$ cat src/rtl/assert_macros.svh
// Assertion helpers shared by the RTL.
`ifndef ASSERT_MACROS_SVH
`define ASSERT_MACROS_SVH

// Same-cycle implication.
`define ASSERT_IMPL(label, clk, rst_n, ante, cons, msg) \
  label: assert property (@(posedge clk) disable iff (!rst_n) (ante) |-> (cons)) \
    else $error(msg);

// Next-cycle implication.
`define ASSERT_NEXT(label, clk, rst_n, ante, cons, msg) \
  label: assert property (@(posedge clk) disable iff (!rst_n) (ante) |=> (cons)) \
    else $error(msg);

`endif

$ cat src/rtl/irpwc_pkg.sv
`timescale 1ns / 1ps
package irpwc_pkg;

  localparam int MAX_DURATIONS_DEF = 64;
  localparam int COUNT_WIDTH_DEF   = 16;

  localparam int DUR_W   = 16;
  localparam int POS_W   = 6;
  localparam int TOTAL_W = 7;
  localparam int CFG_IDX_W  = 1;
  localparam int CFG_DATA_W = 16;

  localparam logic [CFG_IDX_W-1:0] CFG_MARK_LEVEL = 1'd0;
  localparam logic [CFG_IDX_W-1:0] CFG_GAP_LIMIT  = 1'd1;

  localparam logic [DUR_W-1:0] GAP_LIMIT_RST = 16'd200;

  typedef enum logic [2:0] {
    PH_IDLE,
    PH_MARK,
    PH_SPACE,
    PH_END,
    PH_SHOW
  } phase_t;

  typedef struct packed {
    logic clear;
    logic count;
    logic store;
    logic rd_start;
    logic rd_next;
  } cmd_t;

  typedef struct packed {
    logic is_mark;
    logic gap_hit;
    logic last;
  } sts_t;

endpackage

$ cat src/rtl/irpwc_if.sv
`timescale 1ns / 1ps
interface irpwc_in_if;
  logic valid;
  logic ready;
  logic level;

  modport source (output valid, output level, input ready);
  modport sink   (input valid, input level, output ready);
endinterface

interface irpwc_out_if;
  logic        valid;
  logic        ready;
  logic [15:0] duration;
  logic [5:0]  position;
  logic        is_mark;
  logic        last;
  logic        overflowed;
  logic [6:0]  total;

  modport source (output valid, output duration, output position, output is_mark,
                  output last, output overflowed, output total, input ready);
  modport sink   (input valid, input duration, input position, input is_mark,
                  input last, input overflowed, input total, output ready);
endinterface

$ cat src/rtl/irpwc_ram.sv
`timescale 1ns / 1ps
module irpwc_ram #(
  parameter int WIDTH = 16,
  parameter int DEPTH = 64
) (
  input  logic                     clk,
  input  logic                     we,
  input  logic [$clog2(DEPTH)-1:0] waddr,
  input  logic [WIDTH-1:0]         wdata,
  input  logic                     re,
  input  logic [$clog2(DEPTH)-1:0] raddr,
  output logic [WIDTH-1:0]         rdata
);

  logic [WIDTH-1:0] mem [DEPTH];

  always_ff @(posedge clk) begin
    if (we) begin
      mem[waddr] <= wdata;
    end
    if (re) begin
      rdata <= mem[raddr];
    end
  end

endmodule

$ cat src/rtl/irpwc_dp.sv
`timescale 1ns / 1ps
`include "assert_macros.svh"
module irpwc_dp
  import irpwc_pkg::*;
#(
  parameter int MAX_DURATIONS = MAX_DURATIONS_DEF,
  parameter int COUNT_WIDTH   = COUNT_WIDTH_DEF
) (
  input  logic                  clk,
  input  logic                  rst_n,
  input  logic                  cfg_we,
  input  logic [CFG_IDX_W-1:0]  cfg_idx,
  input  logic [CFG_DATA_W-1:0] cfg_wdata,
  input  logic                  in_level,
  input  cmd_t                  cmd,
  output sts_t                  sts,
  output logic [DUR_W-1:0]      out_duration,
  output logic [POS_W-1:0]      out_position,
  output logic                  out_is_mark,
  output logic                  out_overflowed,
  output logic [TOTAL_W-1:0]    out_total
);

  localparam int AW = $clog2(MAX_DURATIONS);
  localparam int SW = $clog2(MAX_DURATIONS + 1);

  logic                   mark_level_r;
  logic [DUR_W-1:0]       gap_limit_r;
  logic [COUNT_WIDTH-1:0] tick_r, tick_nxt, tick_inc;
  logic [SW-1:0]          stored_r, stored_nxt;
  logic                   dropped_r, dropped_nxt;
  logic [AW-1:0]          rd_idx_r, rd_idx_nxt;
  logic                   room;
  logic [DUR_W-1:0]       dur_sat;
  logic                   ram_we, ram_re;
  logic [AW-1:0]          ram_raddr;

  always_ff @(posedge clk) begin
    if (!rst_n) begin
      mark_level_r <= 1'b0;
      gap_limit_r  <= GAP_LIMIT_RST;
    end else if (cfg_we) begin
      unique case (cfg_idx)
        CFG_MARK_LEVEL: mark_level_r <= cfg_wdata[0];
        CFG_GAP_LIMIT:  gap_limit_r  <= cfg_wdata[DUR_W-1:0];
        default: ;
      endcase
    end
  end

  assign tick_inc = (tick_r == '1) ? tick_r : tick_r + 1'b1;
  assign dur_sat  = (32'(tick_inc) > 32'h0000_FFFF) ? '1 : DUR_W'(tick_inc);
  assign room     = stored_r < SW'(MAX_DURATIONS);

  assign sts.is_mark = (in_level == mark_level_r);
  assign sts.gap_hit = 32'(tick_inc) > 32'(gap_limit_r);
  assign sts.last    = (SW'(rd_idx_r) + 1'b1) == stored_r;

  always_comb begin
    tick_nxt    = tick_r;
    stored_nxt  = stored_r;
    dropped_nxt = dropped_r;
    if (cmd.clear) begin
      tick_nxt    = '0;
      stored_nxt  = '0;
      dropped_nxt = 1'b0;
    end else if (cmd.store) begin
      tick_nxt = '0;
      if (room) begin
        stored_nxt = stored_r + 1'b1;
      end else begin
        dropped_nxt = 1'b1;
      end
    end else if (cmd.count) begin
      tick_nxt = tick_inc;
    end
  end

  always_comb begin
    rd_idx_nxt = rd_idx_r;
    if (cmd.rd_start) begin
      rd_idx_nxt = '0;
    end else if (cmd.rd_next) begin
      rd_idx_nxt = rd_idx_r + 1'b1;
    end
  end

  always_ff @(posedge clk) begin
    if (!rst_n) begin
      tick_r    <= '0;
      stored_r  <= '0;
      dropped_r <= 1'b0;
    end else begin
      tick_r    <= tick_nxt;
      stored_r  <= stored_nxt;
      dropped_r <= dropped_nxt;
    end
  end

  always_ff @(posedge clk) begin
    rd_idx_r <= rd_idx_nxt;
  end

  assign ram_we    = cmd.store && room;
  assign ram_re    = cmd.rd_start || cmd.rd_next;
  assign ram_raddr = rd_idx_nxt;

  irpwc_ram #(
    .WIDTH (DUR_W),
    .DEPTH (MAX_DURATIONS)
  ) u_ram (
    .clk   (clk),
    .we    (ram_we),
    .waddr (stored_r[AW-1:0]),
    .wdata (dur_sat),
    .re    (ram_re),
    .raddr (ram_raddr),
    .rdata (out_duration)
  );

  assign out_position   = POS_W'(rd_idx_r);
  assign out_is_mark    = ~rd_idx_r[0];
  assign out_overflowed = dropped_r;
  assign out_total      = TOTAL_W'(stored_r);

  `ASSERT_IMPL(a_stored_bound, clk, rst_n, 1'b1, stored_r <= SW'(MAX_DURATIONS), "stored count beyond buffer depth")
  `ASSERT_NEXT(a_drop_flag, clk, rst_n, cmd.store && !room && !cmd.clear, dropped_r, "full buffer store did not set dropped")

endmodule

$ cat src/rtl/irpwc_ctrl.sv
`timescale 1ns / 1ps
`include "assert_macros.svh"
module irpwc_ctrl
  import irpwc_pkg::*;
(
  input  logic clk,
  input  logic rst_n,
  input  logic in_valid,
  output logic in_ready,
  output logic out_valid,
  input  logic out_ready,
  input  sts_t sts,
  output cmd_t cmd
);

  phase_t state_r, state_nxt;
  logic   in_acc, out_acc;

  assign in_acc  = in_valid && in_ready;
  assign out_acc = out_valid && out_ready;

  always_comb begin
    state_nxt = state_r;
    unique case (state_r)
      PH_IDLE: begin
        if (in_acc && sts.is_mark) state_nxt = PH_MARK;
      end
      PH_MARK: begin
        if (in_acc && !sts.is_mark) state_nxt = PH_SPACE;
      end
      PH_SPACE: begin
        if (in_acc) begin
          if (sts.gap_hit) begin
            state_nxt = PH_END;
          end else if (sts.is_mark) begin
            state_nxt = PH_MARK;
          end
        end
      end
      PH_END: begin
        if (in_acc) state_nxt = PH_SHOW;
      end
      PH_SHOW: begin
        if (out_acc && sts.last) state_nxt = PH_IDLE;
      end
      default: state_nxt = PH_IDLE;
    endcase
  end

  // in_ready is high in every capture state and out_valid high in PH_SHOW
  always_comb begin
    in_ready  = 1'b1;
    out_valid = 1'b0;
    cmd       = '0;
    unique case (state_r)
      PH_IDLE: begin
        cmd.clear = in_valid && sts.is_mark;
      end
      PH_MARK: begin
        cmd.count = in_valid;
        cmd.store = in_valid && !sts.is_mark;
      end
      PH_SPACE: begin
        cmd.count = in_valid;
        cmd.store = in_valid && !sts.gap_hit && sts.is_mark;
      end
      PH_END: begin
        cmd.rd_start = in_valid;
      end
      PH_SHOW: begin
        in_ready    = 1'b0;
        out_valid   = 1'b1;
        cmd.rd_next = out_ready && !sts.last;
      end
      default: in_ready = 1'b0;
    endcase
  end

  always_ff @(posedge clk) begin
    if (!rst_n) begin
      state_r <= PH_IDLE;
    end else begin
      state_r <= state_nxt;
    end
  end

  `ASSERT_IMPL(a_no_overlap, clk, rst_n, out_valid, !in_ready, "request taken during readout")
  `ASSERT_NEXT(a_end_to_show, clk, rst_n, state_r == PH_END && in_valid, state_r == PH_SHOW, "command end did not start readout")
  `ASSERT_NEXT(a_show_done, clk, rst_n, state_r == PH_SHOW && out_acc && sts.last, state_r == PH_IDLE, "readout did not finish on last")

endmodule

$ cat src/rtl/ir_pulse_width_capture.sv
// Infrared remote pulse-width capture.
// in_ch: one request per timer tick carrying the sampled receiver level.
// out_ch: one request per stored mark or space duration of a command.
// cfg_we/cfg_idx/cfg_wdata: index 0 mark_level, index 1 gap_limit.
// Ticks are taken one per cycle while a command is captured: a stored
// duration costs a single buffer write. A space longer than gap_limit ends
// the command; the tick after that starts the readout from the duration
// buffer, whose registered read port sets the timing: the first duration
// appears in the cycle after that tick, then one per cycle while out_ch.ready
// stays high, in_ch.ready low throughout. A stalled receiver holds the
// current duration on out_ch until taken. After the last one the block
// returns to idle and waits for the next mark.
// Reset (rst_n low at a clock edge) returns to idle, clears counters and
// restores mark_level 0 and gap_limit 200. The buffer is not cleared.
`timescale 1ns / 1ps
module ir_pulse_width_capture
  import irpwc_pkg::*;
#(
  parameter int MAX_DURATIONS = MAX_DURATIONS_DEF,
  parameter int COUNT_WIDTH   = COUNT_WIDTH_DEF
) (
  input  logic                  clk,
  input  logic                  rst_n,
  irpwc_in_if.sink              in_ch,
  irpwc_out_if.source           out_ch,
  input  logic                  cfg_we,
  input  logic [CFG_IDX_W-1:0]  cfg_idx,
  input  logic [CFG_DATA_W-1:0] cfg_wdata
);

  cmd_t cmd;
  sts_t sts;

  irpwc_ctrl u_ctrl (
    .clk       (clk),
    .rst_n     (rst_n),
    .in_valid  (in_ch.valid),
    .in_ready  (in_ch.ready),
    .out_valid (out_ch.valid),
    .out_ready (out_ch.ready),
    .sts       (sts),
    .cmd       (cmd)
  );

  irpwc_dp #(
    .MAX_DURATIONS (MAX_DURATIONS),
    .COUNT_WIDTH   (COUNT_WIDTH)
  ) u_dp (
    .clk            (clk),
    .rst_n          (rst_n),
    .cfg_we         (cfg_we),
    .cfg_idx        (cfg_idx),
    .cfg_wdata      (cfg_wdata),
    .in_level       (in_ch.level),
    .cmd            (cmd),
    .sts            (sts),
    .out_duration   (out_ch.duration),
    .out_position   (out_ch.position),
    .out_is_mark    (out_ch.is_mark),
    .out_overflowed (out_ch.overflowed),
    .out_total      (out_ch.total)
  );

  assign out_ch.last = sts.last;

endmodule
$ cat src/flat_wrapper.sv
// flat-port wrapper written by rule: the top's interface ports become plain ports
module ir_pulse_width_capture_flat import irpwc_pkg::*;
#(
  parameter int MAX_DURATIONS = MAX_DURATIONS_DEF,
  parameter int COUNT_WIDTH   = COUNT_WIDTH_DEF
)
  (clk, rst_n, cfg_we, cfg_idx, cfg_wdata, in_ch_valid, in_ch_level, in_ch_ready, out_ch_valid, out_ch_duration, out_ch_position, out_ch_is_mark, out_ch_last, out_ch_overflowed, out_ch_total, out_ch_ready);
  irpwc_in_if in_ch_i ();
  irpwc_out_if out_ch_i ();
  input  logic clk;
  input  logic rst_n;
  input  logic cfg_we;
  input  logic [CFG_IDX_W-1:0] cfg_idx;
  input  logic [CFG_DATA_W-1:0] cfg_wdata;
  input wire logic [$bits(in_ch_i.valid)-1:0] in_ch_valid;
  input wire logic [$bits(in_ch_i.level)-1:0] in_ch_level;
  output wire logic [$bits(in_ch_i.ready)-1:0] in_ch_ready;
  output wire logic [$bits(out_ch_i.valid)-1:0] out_ch_valid;
  output wire logic [$bits(out_ch_i.duration)-1:0] out_ch_duration;
  output wire logic [$bits(out_ch_i.position)-1:0] out_ch_position;
  output wire logic [$bits(out_ch_i.is_mark)-1:0] out_ch_is_mark;
  output wire logic [$bits(out_ch_i.last)-1:0] out_ch_last;
  output wire logic [$bits(out_ch_i.overflowed)-1:0] out_ch_overflowed;
  output wire logic [$bits(out_ch_i.total)-1:0] out_ch_total;
  input wire logic [$bits(out_ch_i.ready)-1:0] out_ch_ready;
  assign in_ch_i.valid = in_ch_valid;
  assign in_ch_i.level = in_ch_level;
  assign in_ch_ready = in_ch_i.ready;
  assign out_ch_valid = out_ch_i.valid;
  assign out_ch_duration = out_ch_i.duration;
  assign out_ch_position = out_ch_i.position;
  assign out_ch_is_mark = out_ch_i.is_mark;
  assign out_ch_last = out_ch_i.last;
  assign out_ch_overflowed = out_ch_i.overflowed;
  assign out_ch_total = out_ch_i.total;
  assign out_ch_i.ready = out_ch_ready;
  ir_pulse_width_capture #(.MAX_DURATIONS(MAX_DURATIONS), .COUNT_WIDTH(COUNT_WIDTH)) u_core (.clk(clk), .rst_n(rst_n), .in_ch(in_ch_i), .out_ch(out_ch_i), .cfg_we(cfg_we), .cfg_idx(cfg_idx), .cfg_wdata(cfg_wdata));
endmodule
$ cat config.mk
export PLATFORM = sky130hd
export DESIGN_NAME = ir_pulse_width_capture_flat
export DESIGN_NICKNAME = d
export VERILOG_FILES = /design/src/rtl/irpwc_pkg.sv /design/src/rtl/irpwc_if.sv /design/src/rtl/irpwc_ram.sv /design/src/rtl/irpwc_dp.sv /design/src/rtl/irpwc_ctrl.sv /design/src/rtl/ir_pulse_width_capture.sv /design/src/flat_wrapper.sv
export VERILOG_INCLUDE_DIRS = /design/src /design/src/rtl
export SDC_FILE = /design/constraint.sdc
export NUM_CORES = 2
export LEC_CHECK = 0
export ABC_CLOCK_PERIOD_IN_PS = 23200
export BUFFER_PORTS_ARGS = -buffer_cell sky130_fd_sc_hd__clkbuf_2
export CAP_MARGIN = 20
export CORE_ASPECT_RATIO = 1.2
export CORE_MARGIN = 2
export CORE_UTILIZATION = 61
export DETAILED_ROUTE_END_ITERATION = 6
export PLACE_DENSITY = 0.84
export SYNTH_ARGS = -nofsm -noshare
export SYNTH_HDL_FRONTEND = slang
export SYNTH_SLANG_ARGS = --single-unit
$ cat constraint.sdc
create_clock -name clk -period 23.2 [get_ports clk]
set_input_delay 1.16 -clock clk [delete_from_list [all_inputs] [get_ports clk]]
set_output_delay 1.16 -clock clk [all_outputs]
set_load 0.01 [all_outputs]
# == Yosys cells after proc, flatten, opt, wreduce, memory -nomap -nowiden ==
# Memory sizes are Yosys's and may differ from the RTL's. A register that Yosys moved wholly into a read port is not among the register bits.
# Cells that the tools add are included.
# totals
ff_bits,50
latchBits,0
mem_bits_rw,1024
rom_bits,0
inputBits,23
output_inout_bits,34
elab_cells,74
memories,1
# op_classes
addsub,4
multipliers,0
n_div,0
n_lt_le_gt_ge,2
eq_ne,13
n_shift,0
mux,19
bitwise_logic,4
reduce_logical,24
# memory_table
memory,depth,width,read_ports,rd_ports_with_merged_regs,write_ports,line,rtl
u_core.u_dp.u_ram.mem,64,16,1,1,1,irpwc_ram.sv:15,logic [WIDTH-1:0] mem [DEPTH];
# ops
operator,n
3-bit two-way mux,7
"16-bit by 1-bit adder with 16-bit output, second input constant",1
"16-bit equality test, second input constant",1
16-bit > comparator,1
16-bit two-way mux,1
3-bit case mux with 5 select lines,1
6-bit two-way mux,2
1-bit logical AND,11
"2-bit != test, second input constant",5
2-bit AND reduction,4
"6-bit by 1-bit adder with 7-bit output, second input constant",1
"7-bit by 1-bit adder with 7-bit output, second input constant",1
7-bit equality test,1
"7-bit less-than comparator, second input constant",1
1-bit two-way mux,7
"6-bit by 1-bit adder with 6-bit output, second input constant",1
"3-bit by 2-bit equality test with 1-bit output, second input constant",2
6-bit AND reduction,1
1-bit inverter,4
2-bit case mux with 2 select lines,1
4-bit OR reduction,1
"3-bit by 1-bit equality test with 1-bit output, second input constant",1
"3-bit equality test, second input constant",1
1-bit logical NOT,3
6 further kinds,6

# == Logic depth before layout (Yosys ltp) ==
# depth
depth_word,10
depth_mapped,23
ltp_nobuf,20

# == Cells and area by module ==
# A second synthesis with hierarchy kept.
# hier_totals
cells_unflattened,2226
hier_area_um2,43414.1
# modules_own_cells
mod,instances,cells_each,area_each_um2
irpwc_ram,1,1829,40202.3
irpwc_dp,1,365,2956.6
irpwc_ctrl,1,32,255.2

# == Worst setup path before layout ==
# No wires, ideal clock.
# synth_timing
kind,register to register
from,register u_core.u_dp.tick_r[4]
to,"memory u_core.u_dp.u_ram.mem[62][0], enable pin"
setup_time_ps,389
arrival_time_ps,7136
t_required_ps,22811
setup_slack_ps,15676
stages_incl_launch_ff,24
path_buffers,3
path_cell_list,dfxtp_1 > clkbuf_1 > and3_1 > nand3_1 > nor3_1 > and4_1 > clkbuf_1 > and3_1 > nor2_1 > nand2_1 > nor2_1 > xnor2_1 > ha_1 > a21o_1 > a21o_1 > a21oi_1 > nor2b_1 > o21ai_0 > nand2_1 > o21ai_0 > a41o_1 > clkbuf_1 > nand4_1 > nor2_1
# synth_via
elab_chain_cells,10
word_cells_on_any_way,11
cone_classes,add/sub: 1; order compare: 1; eq/ne: 1; mux: 4; reduce/logical: 4
# synth_rtl
item,line,rtl
"start, declared",irpwc_dp.sv:29,"logic [COUNT_WIDTH-1:0] tick_r, tick_nxt, tick_inc;"
"start signal, assigned",irpwc_dp.sv:94,tick_r <= tick_nxt;
16-bit by 1-bit adder with 16-bit output or 16-bit equality test (tied branches),irpwc_dp.sv:51,assign tick_inc = (tick_r == '1) ? tick_r : tick_r + 1'b1;
16-bit two-way mux (*),irpwc_dp.sv:51,
net u_core.u_dp.dur_sat[9],irpwc_dp.sv:34,logic [DUR_W-1:0] dur_sat;
16-bit > comparator (*),irpwc_dp.sv:56,assign sts.gap_hit = 32'(tick_inc) > 32'(gap_limit_r);
1-bit logical NOT (*),irpwc_ctrl.sv:65,cmd.store = in_valid && !sts.gap_hit && sts.is_mark;
1-bit logical AND (*) (2 in a row),irpwc_ctrl.sv:65,
2-bit case mux with 2 select lines (*),irpwc_ctrl.sv:55,unique case (state_r)
1-bit logical AND (*),irpwc_dp.sv:104,assign ram_we = cmd.store && room;
1-bit two-way mux (*),irpwc_ram.sv:18,if (we) begin
1-bit two-way mux (not written as such) (*),irpwc_ram.sv:19,mem[waddr] <= wdata;
"end, declared",irpwc_ram.sv:15,
# The timed path passes the listed nets; every way through them passes the cells marked *.

# == Worst setup path in the final report ==
# layout_timing
from,register u_core.u_dp.tick_r[4]
to,"memory u_core.u_dp.u_ram.mem[52][7], enable pin"
# layout_via
elab_chain_cells,10
word_cells_on_any_way,11
cone_classes,add/sub: 1; order compare: 1; eq/ne: 1; mux: 4; reduce/logical: 4
# layout_rtl
item,line
16-bit equality test,irpwc_dp.sv:51
16-bit two-way mux,irpwc_dp.sv:51
net u_core.u_dp.dur_sat[1],irpwc_dp.sv:34
16-bit > comparator,irpwc_dp.sv:56
1-bit logical NOT,irpwc_ctrl.sv:65
1-bit logical AND (2 in a row),irpwc_ctrl.sv:65
2-bit case mux with 2 select lines,irpwc_ctrl.sv:55
1-bit logical AND,irpwc_dp.sv:104
1-bit two-way mux,irpwc_ram.sv:18
1-bit two-way mux (not written as such),irpwc_ram.sv:19
# The timed path passes the listed nets, and every way through them passes these cells.

==> metrics.txt <==
global placer's final weighted congestion 0.934; Reg2Reg Launch Point u_core.u_dp.tick_r[4]$_SDFFE_PP0P_; WS Path Type reg2reg; Period Utilization, post-route 32.2%; Worst EP arrival 7830 ps; first-pass GRT wire length 168000 um; Die Height 297 um; asr flop ratio synth 0%; Worst-Skew Late Latency 660 ps; share of layout cells above drive strength 1 11.2%; H-tree lvl count 3; Worst setup startpoint u_core.u_dp.tick_r[4]$_SDFFE_PP0P_; YS warnings 0; Total GRT Usage 30.9%; First-pass DRT Iterations 6; flops & latches, synth 1090; I/O pins 57; syn avg cell area 14.2 um2; num rows 107; cell taking the most area after synthesis edfxtp_1; Critical Path Fanout Max 66; drt total wl 115000 um; most frequent cells after synthesis edfxtp_1 (1040), nand2_1 (697), nand3_1 (154); drt wl/cell 27.8 um; hold slack 469 ps; CTS Buf Count 96; dominant cell by count in the synthesized netlist edfxtp_1; post-CTS setup buffer count 0; PD cells 81.7 nW/um2; TritonCTS clock tree built; largest net degree at the start of global routing 181; fin. max-slew vios 0; DRC 0; number of global-route vias before repair 27001; CTS Hold Bufs 0; Final nets 3172; Vias/cell 6.73; routed via count 27784; total negative slack 0 ps; Post-synth EDFFs 1040; ys flop type edfxtp_1; Num Clock Sinks 1090; leakage power 16.8 nW; grt total ovfl 0; post-route setup slack 15740 ps; hold path start u_core.u_dp.gap_limit_r[9]$_SDFFE_PN0P_; DRT iter0 DRCs 4566; Root Driver clkbuf_16; area of the mapped netlist 43700 um2; sequential area share after synthesis 73.8%; Clock transition at path regs 70 ps; max cap viols 0; Worst-Margin Slew 1120 ps; fin area 48000 um2; Port Buf Inserts 56; Synth Instances 3077; initial antenna violation count 1; Die W 248 um; crit end category flip-flop; setup violators final 0; number of gates resized after cts 0; min Tclk post-route 7460 ps; Hold Path Class reg2reg; RSZ-0062 raised after global routing no; main area contributors after synthesis edfxtp_1 (71%), nand2_1 (6.0%), a32oi_1 (2.5%); antenna cells 0; Max VDD drop 0.0609 mV; area grow syn2layout 9.83%; worst endpoint required time 23570 ps; Slew headroom 25.5%; DP Area 45100 um2; final hold vios 0; DP Worst Slack 15710 ps; Hold Path Depth 2; area of the die 73800 um2; power consumption 3.92 mW; critical path startpoint category flip-flop; starting density of the core 61.6%; Synth Net Count 3119; status finished, final reports clean; Core ar. 71000 um2; Fmax achieved 134 MHz; top-area cell type share of the netlist area 71.5%; Clock Skew 24.0 ps; Post-DRT Antenna Nets 0; Netlist cell types 72; Max Root-Sink Buffers 3; hpwl dp 65000 um; R2R depth 20
## through the flow
stage          util (%)  cells
6_report           67.6   4126
5_1_grt            67.6   4126
4_1_cts            67.6   4122
3_5_place_dp       63.5   3954
3_3_place_gp       63.4   3943
2_1_floorplan         -   3077
## cells in the final DEF, fill, tap and decap left out, types with 28 or more instances in the layout
cell type  Yosys  final
clkbuf_2       0     56
dfxtp_1       50     50
a21oi_1      125    123
nor2_1       100    100
mux4_2        34     34
a22oi_1       31     31
nand3_1      154    153
nand2_1      697    695
edfxtp_1    1040   1040
o21ai_0       28     28
nor3_1        53     53
o22ai_1       64     64
clkbuf_16      0     97
a32oi_1      126    126
clkinv_1       0     28
mux2i_1       66     66
buf_4         15     95
## cell families (layout without fill, tap and decap cells)
group                    Yosys count  after routing  synth area share (%)
AO/OA/AOI/OAI                    531            531                  8.78
XOR/XNOR                          29             29                 0.613
adder cells (fa/ha/maj)           19             19                 0.544
buffers and inverters            231            354                  2.59
flip-flops                      1090           1090                  73.8
multiplexers                     104            104                  3.41
AND/OR/NAND/NOR                 1073           1073                  10.3
## routing by layer
layer	global-route usage (%)	vias up	wire, um
li1	-	11815	-
met2	48.0	2004	54000
met5	0	-	13
met3	7.20	361	13600
met4	17.3	2	7180
met1	40.5	13602	39900
## critical path, stage by stage, from the launching register on
cell and delay [ps]:
dfxtp_1 550, and3_1 310, nand3_1 170, nor3_1 570, and4_1 430, and3_1 250
nand2_1 80, nand2_2 70, buf_4 680, ha_1 390, nor2b_1 130, o21a_1 160
o21a_1 170, o21a_1 160, o21a_1 170, o21a_1 180, o2111ai_1 230, a41o_1 620
nand4_1 670, nor2_1 930, buf_6 240
## final cells by class
| class | instances | area [um2] |
|---|---|---|
| Multi-Input combinational cell | 1756 | 10500 |
| Timing Repair Buffer | 159 | 1120 |
| Clock buffer | 118 | 2510 |
| Clock inverter | 50 | 362 |
| Tap cell | 926 | 1160 |
| Fill cell | 4520 | 23000 |
| Sequential cell | 1090 | 32200 |
| Inverter | 27 | 109 |
## report_power, final
part           internal [mW]  leakage [nW]  switching (mW)
Sequential              2.13          11.5         0.00365
Combinational         0.0737          3.86           0.209
Clock                  0.819          1.40           0.684
## registers in the layout, summed over array words and instances (netlist names)
name,cells
u_core.u_dp.u_ram.rdata,16
u_core.u_dp.out_overflowed,1
u_core.u_ctrl.state_r,3
u_core.u_dp.u_ram.mem,1024
u_core.u_dp.out_total,7
u_core.u_dp.gap_limit_r,16
u_core.u_dp.out_position,6
u_core.u_dp.tick_r,16
u_core.u_dp.mark_level_r,1
## path summary, 6_finish.rpt
kind / slack [ps] / to
worst max-delay path: 15740 / u_core.u_dp.u_ram.mem[52][7]$_DFFE_PP_
worst max register to register: 15740 / u_core.u_dp.u_ram.mem[52][7]$_DFFE_PP_
worst min-delay path: 470 / u_core.u_dp.gap_limit_r[9]$_SDFFE_PN0P_
worst min register to register: 470 / u_core.u_dp.gap_limit_r[9]$_SDFFE_PN0P_
(Power assumes the default switching activity.)
